===== src/rtl/core/swrb_pkg.sv =====
// Shared types and constants for the sliding-window rate budget block.
// No dependencies; compile first.
package swrb_pkg;

	localparam int RING_DEPTH = 16;
	localparam int IDX_W      = (RING_DEPTH > 1) ? $clog2(RING_DEPTH) : 1;
	localparam int CNT_W      = $clog2(RING_DEPTH + 1);

	localparam int TIME_W     = 64;
	localparam int WIN_W      = 48;
	localparam int ALLOW_W    = 16;
	localparam int CFG_IDX_W  = 8;
	localparam int CFG_DATA_W = 48;

	// register indexes of the configuration port
	localparam logic [CFG_IDX_W-1:0] REG_WINDOW  = CFG_IDX_W'(0);
	localparam logic [CFG_IDX_W-1:0] REG_ALLOWED = CFG_IDX_W'(1);

	typedef enum logic [1:0] {
		ST_IDLE,
		ST_SCAN,
		ST_PUSH
	} state_t;

	// controller -> datapath
	typedef struct packed {
		logic accept;   // capture event time, clear scan state
		logic record;   // write stamp at head, advance head
		logic scan;     // examine one ring slot
		logic load;     // load result register
	} dp_cmd_t;

	// datapath -> controller
	typedef struct packed {
		logic disabled;  // window or allowance is zero
		logic scan_last; // current slot is the last one
		logic out_free;  // result register can take a value
	} dp_sts_t;

endpackage


===== src/rtl/core/swrb_evt_if.sv =====
// Event channel: valid/ready handshake carrying one timestamp.
// Depends on swrb_pkg.
interface swrb_evt_if;
	import swrb_pkg::*;

	logic              valid;
	logic              ready;
	logic [TIME_W-1:0] event_time_ns;

	modport source (output valid, output event_time_ns, input ready);
	modport sink   (input valid, input event_time_ns, output ready);

endinterface


===== src/rtl/core/swrb_res_if.sv =====
// Result channel: valid/ready handshake carrying the budget flag.
// Depends on swrb_pkg (for consistency of imports only).
interface swrb_res_if;
	import swrb_pkg::*;

	logic valid;
	logic ready;
	logic budget_spent;

	modport source (output valid, output budget_spent, input ready);
	modport sink   (input valid, input budget_spent, output ready);

endinterface


===== src/rtl/core/swrb_ctrl.sv =====
// Controller state machine: accept, scan the ring, hand over the result.
// Depends on swrb_pkg.
module swrb_ctrl (
	input  logic              clk,
	input  logic              arst_n,
	input  logic              in_valid,
	output logic              in_ready,
	input  swrb_pkg::dp_sts_t sts,
	output swrb_pkg::dp_cmd_t cmd
);
	import swrb_pkg::*;

	state_t state_q;
	state_t state_d;

	always_ff @(posedge clk or negedge arst_n) begin
		if (!arst_n) begin
			state_q <= ST_IDLE;
		end else begin
			state_q <= state_d;
		end
	end

	always_comb begin
		state_d = state_q;
		case (state_q)
			ST_IDLE: begin
				if (in_valid) begin
					state_d = sts.disabled ? ST_PUSH : ST_SCAN;
				end
			end
			ST_SCAN: begin
				if (sts.scan_last) begin
					state_d = ST_PUSH;
				end
			end
			ST_PUSH: begin
				if (sts.out_free) begin
					state_d = ST_IDLE;
				end
			end
			default: state_d = ST_IDLE;
		endcase
	end

	always_comb begin
		in_ready   = 1'b0;
		cmd        = '0;
		case (state_q)
			ST_IDLE: begin
				in_ready   = 1'b1;
				cmd.accept = in_valid;
				cmd.record = in_valid & ~sts.disabled;
			end
			ST_SCAN: begin
				cmd.scan = 1'b1;
			end
			ST_PUSH: begin
				cmd.load = sts.out_free;
			end
			default: begin
				in_ready = 1'b0;
			end
		endcase
	end

	// a transfer in closes the input until the result has been loaded
	assert property (@(posedge clk) disable iff (!arst_n)
		cmd.accept |=> !in_ready)
		else $error("input still open after transfer");

	// the scan ends in the hand-over state
	assert property (@(posedge clk) disable iff (!arst_n)
		(state_q == ST_SCAN) && sts.scan_last |=> state_q == ST_PUSH)
		else $error("scan did not end in hand-over");

	// recording only ever happens with an enabled limiter
	assert property (@(posedge clk) disable iff (!arst_n)
		cmd.record |-> cmd.accept && !sts.disabled)
		else $error("record on disabled limiter");

endmodule


===== src/rtl/core/swrb_dp.sv =====
// Datapath: config registers, stamp ring with valid bits, write head,
// scan counter, in-window tally and result register. Depends on swrb_pkg.
module swrb_dp (
	input  logic                            clk,
	input  logic                            arst_n,
	input  logic                            cfg_we,
	input  logic [swrb_pkg::CFG_IDX_W-1:0]  cfg_index,
	input  logic [swrb_pkg::CFG_DATA_W-1:0] cfg_wdata,
	input  logic [swrb_pkg::TIME_W-1:0]     event_time_ns,
	input  swrb_pkg::dp_cmd_t               cmd,
	output swrb_pkg::dp_sts_t               sts,
	output logic                            res_valid,
	input  logic                            res_ready,
	output logic                            res_spent
);
	import swrb_pkg::*;

	logic [WIN_W-1:0]   win_q;
	logic [ALLOW_W-1:0] allow_q;

	logic [TIME_W-1:0]  ring_q [RING_DEPTH];
	logic [RING_DEPTH-1:0] vld_q;
	logic [IDX_W-1:0]   head_q;
	logic [IDX_W-1:0]   k_q;
	logic [CNT_W-1:0]   cnt_q;
	logic [TIME_W-1:0]  now_q;
	logic               dis_q;
	logic               out_valid_q;
	logic               out_spent_q;

	logic [TIME_W-1:0]  stamp;
	logic [TIME_W:0]    diff;
	logic               hit;
	logic               last_k;
	logic               last_head;

	// config registers
	always_ff @(posedge clk or negedge arst_n) begin
		if (!arst_n) begin
			win_q   <= '0;
			allow_q <= '0;
		end else if (cfg_we) begin
			if (cfg_index == REG_WINDOW) begin
				win_q <= cfg_wdata[WIN_W-1:0];
			end else if (cfg_index == REG_ALLOWED) begin
				allow_q <= cfg_wdata[ALLOW_W-1:0];
			end
		end
	end

	assign last_k    = (k_q == IDX_W'(RING_DEPTH - 1));
	assign last_head = (head_q == IDX_W'(RING_DEPTH - 1));

	// empty slots read as zero
	assign stamp = vld_q[k_q] ? ring_q[k_q] : '0;
	assign diff  = {1'b0, now_q} - {1'b0, stamp};
	// borrow: stamp later than now, counts as inside
	assign hit   = (stamp != '0) &&
		(diff[TIME_W] ||
		 ((diff[TIME_W-1:WIN_W] == '0) && (diff[WIN_W-1:0] <= win_q)));

	// ring payload, no reset
	always_ff @(posedge clk) begin
		if (cmd.record) begin
			ring_q[head_q] <= event_time_ns;
		end
	end

	always_ff @(posedge clk or negedge arst_n) begin
		if (!arst_n) begin
			vld_q  <= '0;
			head_q <= '0;
		end else if (cmd.record) begin
			vld_q[head_q] <= 1'b1;
			head_q        <= last_head ? '0 : head_q + 1'b1;
		end
	end

	always_ff @(posedge clk) begin
		if (cmd.accept) begin
			now_q <= event_time_ns;
		end
	end

	always_ff @(posedge clk or negedge arst_n) begin
		if (!arst_n) begin
			k_q   <= '0;
			cnt_q <= '0;
			dis_q <= 1'b0;
		end else if (cmd.accept) begin
			k_q   <= '0;
			cnt_q <= '0;
			dis_q <= sts.disabled;
		end else if (cmd.scan) begin
			k_q   <= last_k ? '0 : k_q + 1'b1;
			cnt_q <= cnt_q + CNT_W'(hit);
		end
	end

	// result register
	always_ff @(posedge clk or negedge arst_n) begin
		if (!arst_n) begin
			out_valid_q <= 1'b0;
		end else if (cmd.load) begin
			out_valid_q <= 1'b1;
		end else if (res_ready) begin
			out_valid_q <= 1'b0;
		end
	end

	always_ff @(posedge clk) begin
		if (cmd.load) begin
			out_spent_q <= dis_q | (ALLOW_W'(cnt_q) > allow_q);
		end
	end

	assign sts.disabled  = (win_q == '0) || (allow_q == '0);
	assign sts.scan_last = last_k;
	assign sts.out_free  = ~out_valid_q | res_ready;

	assign res_valid = out_valid_q;
	assign res_spent = out_spent_q;

	// tally can never pass the ring size
	assert property (@(posedge clk) disable iff (!arst_n)
		cnt_q <= CNT_W'(RING_DEPTH))
		else $error("tally overflow");

	// a recorded slot is marked valid
	assert property (@(posedge clk) disable iff (!arst_n)
		cmd.record |=> vld_q[$past(head_q)])
		else $error("recorded slot not valid");

	// a load always presents a result
	assert property (@(posedge clk) disable iff (!arst_n)
		cmd.load |=> out_valid_q)
		else $error("loaded result not presented");

endmodule


===== src/rtl/core/sliding_window_rate_budget.sv =====
// Sliding-window rate budget: one result transfer per event transfer.
// Latency: from the event transfer through the ring scan and the push state
// to the result register; a disabled limiter (window or allowance zero) skips the scan.
// Pacing: a new event is taken only once the previous result is loaded, set by the one-slot-a-cycle
// scan of the stamp ring through a single subtract-and-compare unit, which a
// disabled limiter skips. A result left waiting holds the next load (push) off until taken.
// Reset (arst_n low): ring emptied via valid bits, head, config and handshake cleared.
module sliding_window_rate_budget (
	input  logic                            clk,
	input  logic                            arst_n,
	swrb_evt_if.sink                        evt,
	swrb_res_if.source                      res,
	input  logic                            cfg_we,
	input  logic [swrb_pkg::CFG_IDX_W-1:0]  cfg_index,
	input  logic [swrb_pkg::CFG_DATA_W-1:0] cfg_wdata
);
	import swrb_pkg::*;

	// Command and status between the controller and the datapath.
	// accept: the event transfer; record: stamp written at the head
	// (skipped when the limiter is disabled); scan: one ring slot examined
	// per cycle; load: result register written when it is free.
	dp_cmd_t cmd;
	dp_sts_t sts;
	logic    in_ready;

	// Controller: idle -> scan (one pass over all RING_DEPTH slots) -> push -> idle.
	// A disabled limiter skips the scan and reports spent directly.
	swrb_ctrl u_ctrl (
		.clk      (clk),
		.arst_n   (arst_n),
		.in_valid (evt.valid),
		.in_ready (in_ready),
		.sts      (sts),
		.cmd      (cmd)
	);

	assign evt.ready = in_ready;

	// Datapath: the stamp just written is part of the scan, so the count
	// includes the current event. A zero stamp marks an empty slot, and a
	// stamp later than the event time (clock stepped back) counts as inside.
	// The result register lets a finished result wait for the sink while
	// the controller returns to idle.
	swrb_dp u_dp (
		.clk           (clk),
		.arst_n        (arst_n),
		.cfg_we        (cfg_we),
		.cfg_index     (cfg_index),
		.cfg_wdata     (cfg_wdata),
		.event_time_ns (evt.event_time_ns),
		.cmd           (cmd),
		.sts           (sts),
		.res_valid     (res.valid),
		.res_ready     (res.ready),
		.res_spent     (res.budget_spent)
	);

endmodule

===== src/flat_wrapper.sv =====
// flat-port wrapper written by rule: the top's interface ports become plain ports
module sliding_window_rate_budget_flat import swrb_pkg::*;
  (clk, arst_n, cfg_we, cfg_index, cfg_wdata, evt_valid, evt_event_time_ns, evt_ready, res_valid, res_budget_spent, res_ready);
  swrb_evt_if evt_i ();
  swrb_res_if res_i ();
  input  logic clk;
  input  logic arst_n;
  input  logic cfg_we;
  input  logic [swrb_pkg::CFG_IDX_W-1:0] cfg_index;
  input  logic [swrb_pkg::CFG_DATA_W-1:0] cfg_wdata;
  input wire logic [$bits(evt_i.valid)-1:0] evt_valid;
  input wire logic [$bits(evt_i.event_time_ns)-1:0] evt_event_time_ns;
  output wire logic [$bits(evt_i.ready)-1:0] evt_ready;
  output wire logic [$bits(res_i.valid)-1:0] res_valid;
  output wire logic [$bits(res_i.budget_spent)-1:0] res_budget_spent;
  input wire logic [$bits(res_i.ready)-1:0] res_ready;
  assign evt_i.valid = evt_valid;
  assign evt_i.event_time_ns = evt_event_time_ns;
  assign evt_ready = evt_i.ready;
  assign res_valid = res_i.valid;
  assign res_budget_spent = res_i.budget_spent;
  assign res_i.ready = res_ready;
  sliding_window_rate_budget u_core (.clk(clk), .arst_n(arst_n), .evt(evt_i), .res(res_i), .cfg_we(cfg_we), .cfg_index(cfg_index), .cfg_wdata(cfg_wdata));
endmodule

===== config.mk =====
export PLATFORM = sky130hd
export DESIGN_NAME = sliding_window_rate_budget_flat
export DESIGN_NICKNAME = d
export VERILOG_FILES = /design/src/rtl/core/swrb_pkg.sv /design/src/rtl/core/swrb_evt_if.sv /design/src/rtl/core/swrb_res_if.sv /design/src/rtl/core/swrb_ctrl.sv /design/src/rtl/core/swrb_dp.sv /design/src/rtl/core/sliding_window_rate_budget.sv /design/src/flat_wrapper.sv
export SDC_FILE = /design/constraint.sdc
export NUM_CORES = 1
export LEC_CHECK = 0
export BUFFER_PORTS_ARGS = -buffer_cell sky130_fd_sc_hd__buf_2
export CELL_PAD_IN_SITES_DETAIL_PLACEMENT = 0
export CELL_PAD_IN_SITES_GLOBAL_PLACEMENT = 1
export CORE_MARGIN = 4
export CORE_UTILIZATION = 30
export CTS_BUF_LIST = sky130_fd_sc_hd__clkbuf_4 sky130_fd_sc_hd__clkbuf_8 sky130_fd_sc_hd__clkbuf_16
export CTS_CLUSTER_SIZE = 14
export DETAILED_ROUTE_END_ITERATION = 10
export HOLD_SLACK_MARGIN = 0.06
export PLACE_DENSITY_LB_ADDON = 0.05
export SLEW_MARGIN = 20
export SYNTH_ARGS = -nofsm -noshare
export SYNTH_HDL_FRONTEND = slang
export SYNTH_SLANG_ARGS = --single-unit

===== constraint.sdc =====
create_clock -name clk -period 9.5 [get_ports clk]
set_input_delay 0.95 -clock clk [delete_from_list [all_inputs] [get_ports clk]]
set_output_delay 0.95 -clock clk [all_outputs]
set_load 0.1 [all_outputs]

Word-level counts from Yosys, hierarchy flattened
Memory sizes are Yosys's and may differ from the RTL's.
Index checks and enable logic that the tools add are counted.
Word-level totals
  register bits: 162
  RAM bits: 1024
  bits of input ports: 125
  output and inout bits: 3
  word-level logic and storage cells: 76
  memories: 1
Cells by class
  add/subtract/negate cells: 4
  order comparisons: 5
  equality and inequality tests: 8
  muxes and demuxes: 24
  bitwise gates (word level): 7
  reductions and logical operators: 16
Memories
  u_core.u_dp.ring_q: depth 16, width 64, read ports 1, clocked after memory_dff 0, write ports 1, line swrb_dp.sv:21  | logic [TIME_W-1:0] ring_q [RING_DEPTH];
Operators with widths (count)
  64-bit by 64-bit subtractor with 65-bit output: 1
  64-bit 2-to-1 mux: 1
  64-bit nonzero test: 1
  48-bit <= comparator: 1
  48-bit logical NOT: 1
  16-bit logical NOT: 2
  5-bit by 16-bit > comparator with 1-bit output: 1
  4-bit 2-to-1 mux: 4
  16-bit OR: 1
  4-bit by 5-bit less-than comparator with 1-bit output, second input constant: 2
  2-bit 2-to-1 mux: 5
  5-bit 2-to-1 mux: 2
  1-bit 2-to-1 mux: 9
  4-bit by 1-bit adder with 4-bit output, second input constant: 2
  4-bit == test, second input constant: 2
  8-bit by 1-bit == test with 1-bit output, second input constant: 1
  8-bit logical NOT: 1
  2-bit inequality test, second input constant: 3
  2-bit one-hot mux with 3 select lines: 1
  3-bit AND reduction: 2
  5-bit by 1-bit adder with 5-bit output: 1
  1-bit binary-select mux with 4-bit select: 1
  1-bit demux with 4-bit select: 1
  4-bit by 1-bit >= comparator with 1-bit output, second input constant: 1
  10 further kinds: 17

Logic depth before layout (Yosys ltp)
Gate-level depths: netlist of run 1.
  depth in word-level cells: 11
  depth in mapped cells: 40

By module
From an unflattened synthesis of run 1, not the netlist that was laid out.
Second synthesis, totals
  cell total of the unflattened synthesis: 2843
  area, all modules: 50116.8 um^2
By module, submodules not included
  swrb_dp: times used 1, cells an instance 2829, area an instance 49986.7 um^2, sequential area each 35078.6 um^2
  swrb_ctrl: times used 1, cells an instance 14, area an instance 130.1 um^2, sequential area each 50.0 um^2

Worst setup path after synthesis of run 1
Ideal clock, no wire load.
  path type: reg-to-reg
  from: register u_core.u_dp.k_q[0]
  to: register u_core.u_dp.cnt_q[4]
  arrival time: 6985 ps
  path slack: 2388 ps
  stages on the path, launching flop included: 40
  buffers on the path: 7
  period minus slack after synthesis: 7112 ps
  cells stage by stage: dfrtp_1 > buf_2 > buf_6 > buf_6 > buf_6 > buf_6 > mux2i_1 > a221oi_1 > o21ai_0 > nand2_1 > clkbuf_1 > clkbuf_1 > nand2_1 > ha_1 > a21o_1 > a221o_1 > and2_1 > a21boi_0 > (+4 left out) > nor2_1 > o21bai_1 > xor2_1 > ha_1 > a21o_1 > a21o_1 > a21oi_1 > o211ai_1 > a211o_1 > a2111oi_0 > nor4bb_1 > nand4_1 > o21ai_1 > ha_1 > ha_1 > nand4_1 > nand3_1 > o21ai_0
On the way
  longest elaborated chain between the ends: 11
Ends and longest elaborated chain
  start, declared: line swrb_dp.sv:24  | logic [IDX_W-1:0] k_q;
  start signal, assigned: line swrb_dp.sv:95  | k_q <= last_k ? '0 : k_q + 1'b1;
  1-bit binary-select mux with 4-bit select: line swrb_dp.sv:55  | assign stamp = vld_q[k_q] ? ring_q[k_q] : '0;
  1-bit 2-to-1 mux (not written as such): line swrb_dp.sv:55
  64-bit 2-to-1 mux *: line swrb_dp.sv:55
  64-bit by 64-bit subtractor with 65-bit output: line swrb_dp.sv:56  | assign diff = {1'b0, now_q} - {1'b0, stamp};
  48-bit <= comparator / 16-bit logical NOT (equally long branches): line swrb_dp.sv:60  | ((diff[TIME_W-1:WIN_W] == '0) && (diff[WIN_W-1:0] <= win_q)));
  1-bit logical AND: line swrb_dp.sv:60
  1-bit logical OR: line swrb_dp.sv:59  | (diff[TIME_W] ||
  1-bit logical AND *: line swrb_dp.sv:58  | assign hit = (stamp != '0) &&
  5-bit by 1-bit adder with 5-bit output *: line swrb_dp.sv:96  | cnt_q <= cnt_q + CNT_W'(hit);
  5-bit 2-to-1 mux *: line swrb_dp.sv:94  | end else if (cmd.scan) begin
  5-bit 2-to-1 mux *: line swrb_dp.sv:90  | end else if (cmd.accept) begin
  end signal, assigned: line swrb_dp.sv:96
  end, declared: line swrb_dp.sv:25  | logic [CNT_W-1:0] cnt_q;
Every way passes the cells marked *; elsewhere a longest branch is shown, timed or not. The select of a mux whose other input is x is not followed.
A chain may end at the register's enable or synchronous reset.

Worst setup path after layout of run 1
  from: register u_core.u_dp.k_q[1]
  to: register u_core.u_dp.cnt_q[4]
Same word-level chain as after synthesis.

==> impl_metrics.ini, run 1 <==
[synthesis]
synthCells = 2821
yosysTopAreaCellShare_pct = 65.61
synth_area_leaders = edfxtp_1 66%, mux4_2 12%, dfrtp_1 4.9%
syn-num-nets = 3071
synth_area_mm2 = 0.04985
synth_top_area_cell = edfxtp_1
yosys_warnings = 0
ys_ff_latch = 1186
ys_seq_area_share_pct = 70.48
synth_edf_count = 1089
avgSynthCellArea_um2 = 17.67
synthArstFlopShare_pct = 8.179
synth_ff_type = edfxtp_1
synthDistinctLibCells = 74

[critical_path]
crit_type = reg -> reg
end_kind = register
cp_data_arrival_time_ns = 9.33
cp_slowest_cell = dfrtp_4
crit_path_max_incr_delay_ns = 0.77
worst-path-max-fanout = 67
start_kind = register
cp_common_cell = ha_1
r2r_slack_ns = 0.80
cp_data_required_time_ns = 10.13

[drt]
num_vias = 27849
drt-wirelength-per-cell_um = 31.50
drtIter0Drc = 2352
drc_errors = 0
ant_nets = 0
drtPass1Iterations = 6
routed_wl_um = 168600
vias_per_cell = 5.203

[power]
p_sw_share_pct = 36.10
ir_drop_uv = 170.7
p_leak_nw = 19.44
combinationalPowerShare_pct = 35.4
p_int_mw = 11.21
power.share.sequential_pct = 35.3
power.density_mw_per_mm2 = 302.0
p_switching_mw = 6.337
pwr-share-clk_pct = 29.3

[cts]
cts_sinks = 1186
clockBufferDepth = 3
post_cts_buffers = 0
cts_inserted_buffers = 139
cts_max_level = 4
cts-root-buf = clkbuf_16
cts_resized = 0
cts.clk_slew.worst_paths_ns = 0.05
hold_buffers = 0
cts_tree = done
clkLatencyLatePin_ns = 0.76

[floorplanning]
core_area_mm2 = 0.1650
row_count = 149
dieArea_mm2 = 0.1727
start_util_pct = 30.21
die_h_um = 415.6
die_w_um = 415.6
io_pins = 128

[placement]
placed_area_mm2 = 0.05363
dp_worst_setup_slack_ns = 0.8190
port_buffers = 127
gp_congestion = 0.8859
dp_hpwl_um = 110300

[worst_hold_path]
hold_path.class = in -> async

[sta]
report.final.setup_viol = 0
setup_tns_ns = 0
period_minus_slack_ns = 8.700
rsz0062_at_grt = false
tightest_slew_ns = 1.052
slew_headroom_pct = 29.84
worst_slack_ns = 0.8001
max_freq_mhz = 114.9
finalCritPeriodShare_pct = 91.58
fin_worst_skew_ns = 0.01909
slew_violations = 0
hold_viol = 0

[run_status]
status = finished, final reports clean

[global_routing]
grt_pass1_wl_um = 235200
antenna_found_initial = 19
grtUsageTotal_pct = 19.42
first_global_vias = 29145
grt_max_degree = 96
overflow = 0

[final_layout]
final_common_cell = edfxtp_1
layout-drive-gt1-share_pct = 24.84
area_delta_synth_final_pct = 16.58
multiInputGateArea_mm2 = 0.01400
fin_nets = 3298
nFillCells = 15649
fin_area_mm2 = 0.05811
fin_util_pct = 35.22
regArea_mm2 = 0.03514
final_cell_mix = 1089 x edfxtp_1, 269 x mux4_2, 220 x nand2_1, 140 x clkbuf_16, 126 x buf_2

[run]
maxCapViolations = 0
## stage by stage
step	total power [mW]	cells	hold WS [ns]
2_1_floorplan	10.14	2821	0.4337
3_3_place_gp	12.59	5095	0.4484
3_5_place_dp	12.56	5096	0.4529
4_1_cts	17.80	5349	0.09606
5_1_grt	18.49	5349	0.1265
6_report	17.55	5353	0.1424
## synth_stat cells (9+ instances only)
cell type and n:
nand3_1 19, o21ai_1 11, inv_1 70, a22o_1 15
a21o_1 45, nand2b_1 16, o21a_1 16, mux2_2 17
xor2_1 24, nand2_1 221, o21bai_1 11, a22oi_1 49
xnor2_1 28, mux2i_1 22, nor4_1 36, buf_2 40
dfrtp_1 97, nor3_1 17, edfxtp_1 1089, clkbuf_1 61
and2_1 13, a31oi_1 9, o221ai_1 13, nor2b_1 10
mux4_2 269, or2_2 21, buf_4 9, o22ai_1 10
o21ai_0 109, nor2_1 67, a21oi_1 100, buf_1 17
nand4_1 46, a221o_1 14, ha_1 124
## critical path: cells and delay by family (launching register included)
family | cells | cell delay, ns
flops | 1 | 0.77
xor+xnor | 1 | 0.16
mux | 1 | 0.32
fa+ha+maj | 4 | 1.03
buf+inv | 2 | 0.69
simple gates | 10 | 2.04
compound gates | 13 | 3.31
## worst paths after layout
check	from	end	cells past startpoint
worst max-delay path	u_core.u_dp.k_q[1]	u_core.u_dp.cnt_q[4]	31
worst min-delay path	arst_n	u_core.u_dp.head_q[0]	1
worst max register to register	u_core.u_dp.k_q[1]	u_core.u_dp.cnt_q[4]	31
worst min register to register	u_core.u_dp.vld_q[7]	u_core.u_dp.vld_q[7]	1
max in group asynchronous	arst_n	u_core.u_dp.win_q[25]	2
min in group clk	cfg_wdata[37]	u_core.u_dp.win_q[37]	3
## logic make-up after synthesis
kind of cell	count (synthesis)	share of synthesized area, %
AOI/OAI and AO/OA	457	6.022
xor gates and xnor gates	52	0.9137
adders and majority gates	125	3.153
muxes	308	12.98
and+or+nand+nor	491	4.707
buffers and inverters	202	1.750
DFF	1186	70.48
## area by class of cell
cell class / count / area share [%]
antenna: 4 / 0.01723
timing repair buffer: 217 / 2.562
clock inverter: 69 / 1.064
tap: 2189 / 4.713
clock buffer: 184 / 6.630
sequential: 1186 / 60.47
multi-input combinational: 1433 / 24.09
inverter: 71 / 0.4608
## registers in the layout (all words and copies together) (netlist names)
signal,cells
u_core.u_ctrl.state_q,2
u_core.u_dp.allow_q,16
u_core.u_dp.cnt_q,5
u_core.u_dp.dis_q,1
u_core.u_dp.head_q,4
u_core.u_dp.k_q,4
u_core.u_dp.now_q,64
u_core.u_dp.res_spent,1
u_core.u_dp.res_valid,1
u_core.u_dp.ring_q,1024
u_core.u_dp.vld_q,16
u_core.u_dp.win_q,48
## power groups by stage
stage / sequential, mW / clock [mW] / combinational [mW]
CTS: 6.20 / 5.32 / 6.28
global route: 6.21 / 5.55 / 6.72
floorplan: 6.21 / 0 / 3.93
global placement: 6.29 / 0 / 6.29
finish: 6.19 / 5.15 / 6.21
detailed placement: 6.30 / 0 / 6.26
## routing by layer
layer	part of all wire (%)	wire length, µm	track usage (%)
met1	47	79690	28.38
met2	46	77850	30.39
met3	4.6	7677	3.337
met4	2.0	3385	4.318
met5	0.020	34	0
Note: power is estimated with default switching activity, not from simulation.
==> run 2, diff against run 1 <==
Settings changed: CORE_UTILIZATION 30 to 35, REMOVE_ABC_BUFFERS from default to 1.
==> impl_metrics.ini, run 2 (synthesized netlist as in run 1, its figures left out) <==
[placement]
dp_hpwl_um = 101700
gp_congestion = 0.8663
placed_area_mm2 = 0.05310
port_buffers = 127
place_inst = 4787
dp_worst_setup_slack_ns = 0.7234

[critical_path]
cp_num_cells = 30
crit_type = reg -> reg
crit_family = compound AO/OA/AOI/OAI gates
worst-r2r-cell-count = 30
cp_data_arrival_time_ns = 9.35
worst-path-max-fanout = 25
start_kind = register
cp_common_cell = ha_1
crit_path_max_incr_delay_ns = 0.92
cp_data_required_time_ns = 10.14
cp_slowest_cell = dfrtp_2
end_kind = register
path_buf_inv = 1

[sta]
max_freq_mhz = 114.9
tightest_slew_ns = 0.9646
finalCritPeriodShare_pct = 91.64
report.final.setup_viol = 0
period_minus_slack_ns = 8.705
slew_headroom_pct = 35.69
hold_viol = 0
holdWs_ns = 0.1084
setup_tns_ns = 0
worst_slack_ns = 0.7947
fin_worst_skew_ns = 0.05064
rsz0062_at_grt = false
slew_violations = 0

[cts]
hold_buffers = 0
cts_resized = 0
cts-root-buf = clkbuf_16
cts.clk_slew.worst_paths_ns = 0.06
cts_max_level = 4
cts_tree = done
clockBufferDepth = 3
post_cts_buffers = 0
cts_sinks = 1186
cts_inserted_buffers = 134
clkLatencyLatePin_ns = 0.78

[drt]
num_vias = 27517
drtIter0Drc = 2558
ant_nets = 0
drt-wirelength-per-cell_um = 31.39
drtPass1Iterations = 6
routed_wl_um = 158200
drc_errors = 0
vias_per_cell = 5.461

[floorplanning]
core_area_mm2 = 0.1416
io_pins = 128
dieArea_mm2 = 0.1485
start_util_pct = 35.21
die_h_um = 385.4
die_w_um = 385.4
row_count = 138

[final_layout]
final_common_cell = edfxtp_1
largest_reg_flops = 1024
fin_util_pct = 40.72
final_cells = 5039
fin_area_mm2 = 0.05765
area_delta_synth_final_pct = 15.66
nFillCells = 12779
reg_top3 = u_core.u_dp.ring_q x1024, u_core.u_dp.now_q x64, u_core.u_dp.win_q x48
layout-drive-gt1-share_pct = 24.34
regMostFlops = u_core.u_dp.ring_q
fin_nets = 3283
final_cell_mix = 1089 x edfxtp_1, 269 x mux4_2, 220 x nand2_1, 134 x clkbuf_16, 126 x buf_2

[global_routing]
grt_pass1_wl_um = 223100
grtUsageTotal_pct = 21.42
antenna_found_initial = 15
grt_max_degree = 96
first_global_vias = 28550
overflow = 0

[run]
maxCapViolations = 0

[power]
total_power_mw = 17.30
ir_drop_uv = 152.1
p_leak_nw = 19.36
power.density_mw_per_mm2 = 300.2

[worst_hold_path]
hold_path.class = in -> async

[run_status]
status = finished, final reports clean
==> run 2: cell count changes in the layout (fill, tap and decap cells not counted), sizes merged <==
cell / change
inv: +1
buf: -10
clkinvlp: -1
diode: +2
clkbuf: -16
bufinv: +5
clkinv: +4
==> run 2: cell type report <==
class                           instances  area, µm²  area share, %
Sequential cell                      1186      35140          60.95
Multi-Input combinational cell       1433      14000          24.28
Clock buffer                          168       3659          6.346
Tap cell                             1890       2365          4.102
Timing Repair Buffer                  207       1339          2.322
Clock inverter                         78      872.1          1.513
Inverter                               71      267.8         0.4645
Antenna cell                            6      15.01        0.02604
==> run 2: power breakdown <==
group | internal (mW) | total, mW | switching (mW)
Combinational | 2.22 | 5.91 | 3.69
Clock | 3.00 | 5.21 | 2.21
Sequential | 6.00 | 6.18 | 0.178
Total | 11.2 | 17.3 | 6.07
==> run 2: worst paths after layout <==
check	endpoint	from	slack (ns)
worst max-delay path	u_core.u_dp.cnt_q[4]	u_core.u_dp.k_q[2]	0.79
worst min-delay path	u_core.u_dp.allow_q[8]	arst_n	0.11
worst max register to register	u_core.u_dp.cnt_q[4]	u_core.u_dp.k_q[2]	0.79
worst min register to register	u_core.u_dp.vld_q[1]	u_core.u_dp.vld_q[1]	0.47
max in group asynchronous	u_core.u_dp.k_q[0]	arst_n	7.99
min in group clk	u_core.u_dp.win_q[24]	cfg_wdata[24]	0.38
==> run 2: routing by layer <==
layer | global-route usage (%) | up-vias | part of all wire (%)
met1 | 30.99 | 14775 | 46
li1 | - | 11868 | -
met2 | 34.26 | 708 | 48
met3 | 3.619 | 160 | 4.8
met4 | 4.431 | 6 | 1.5
met5 | 0 | - | 0.026
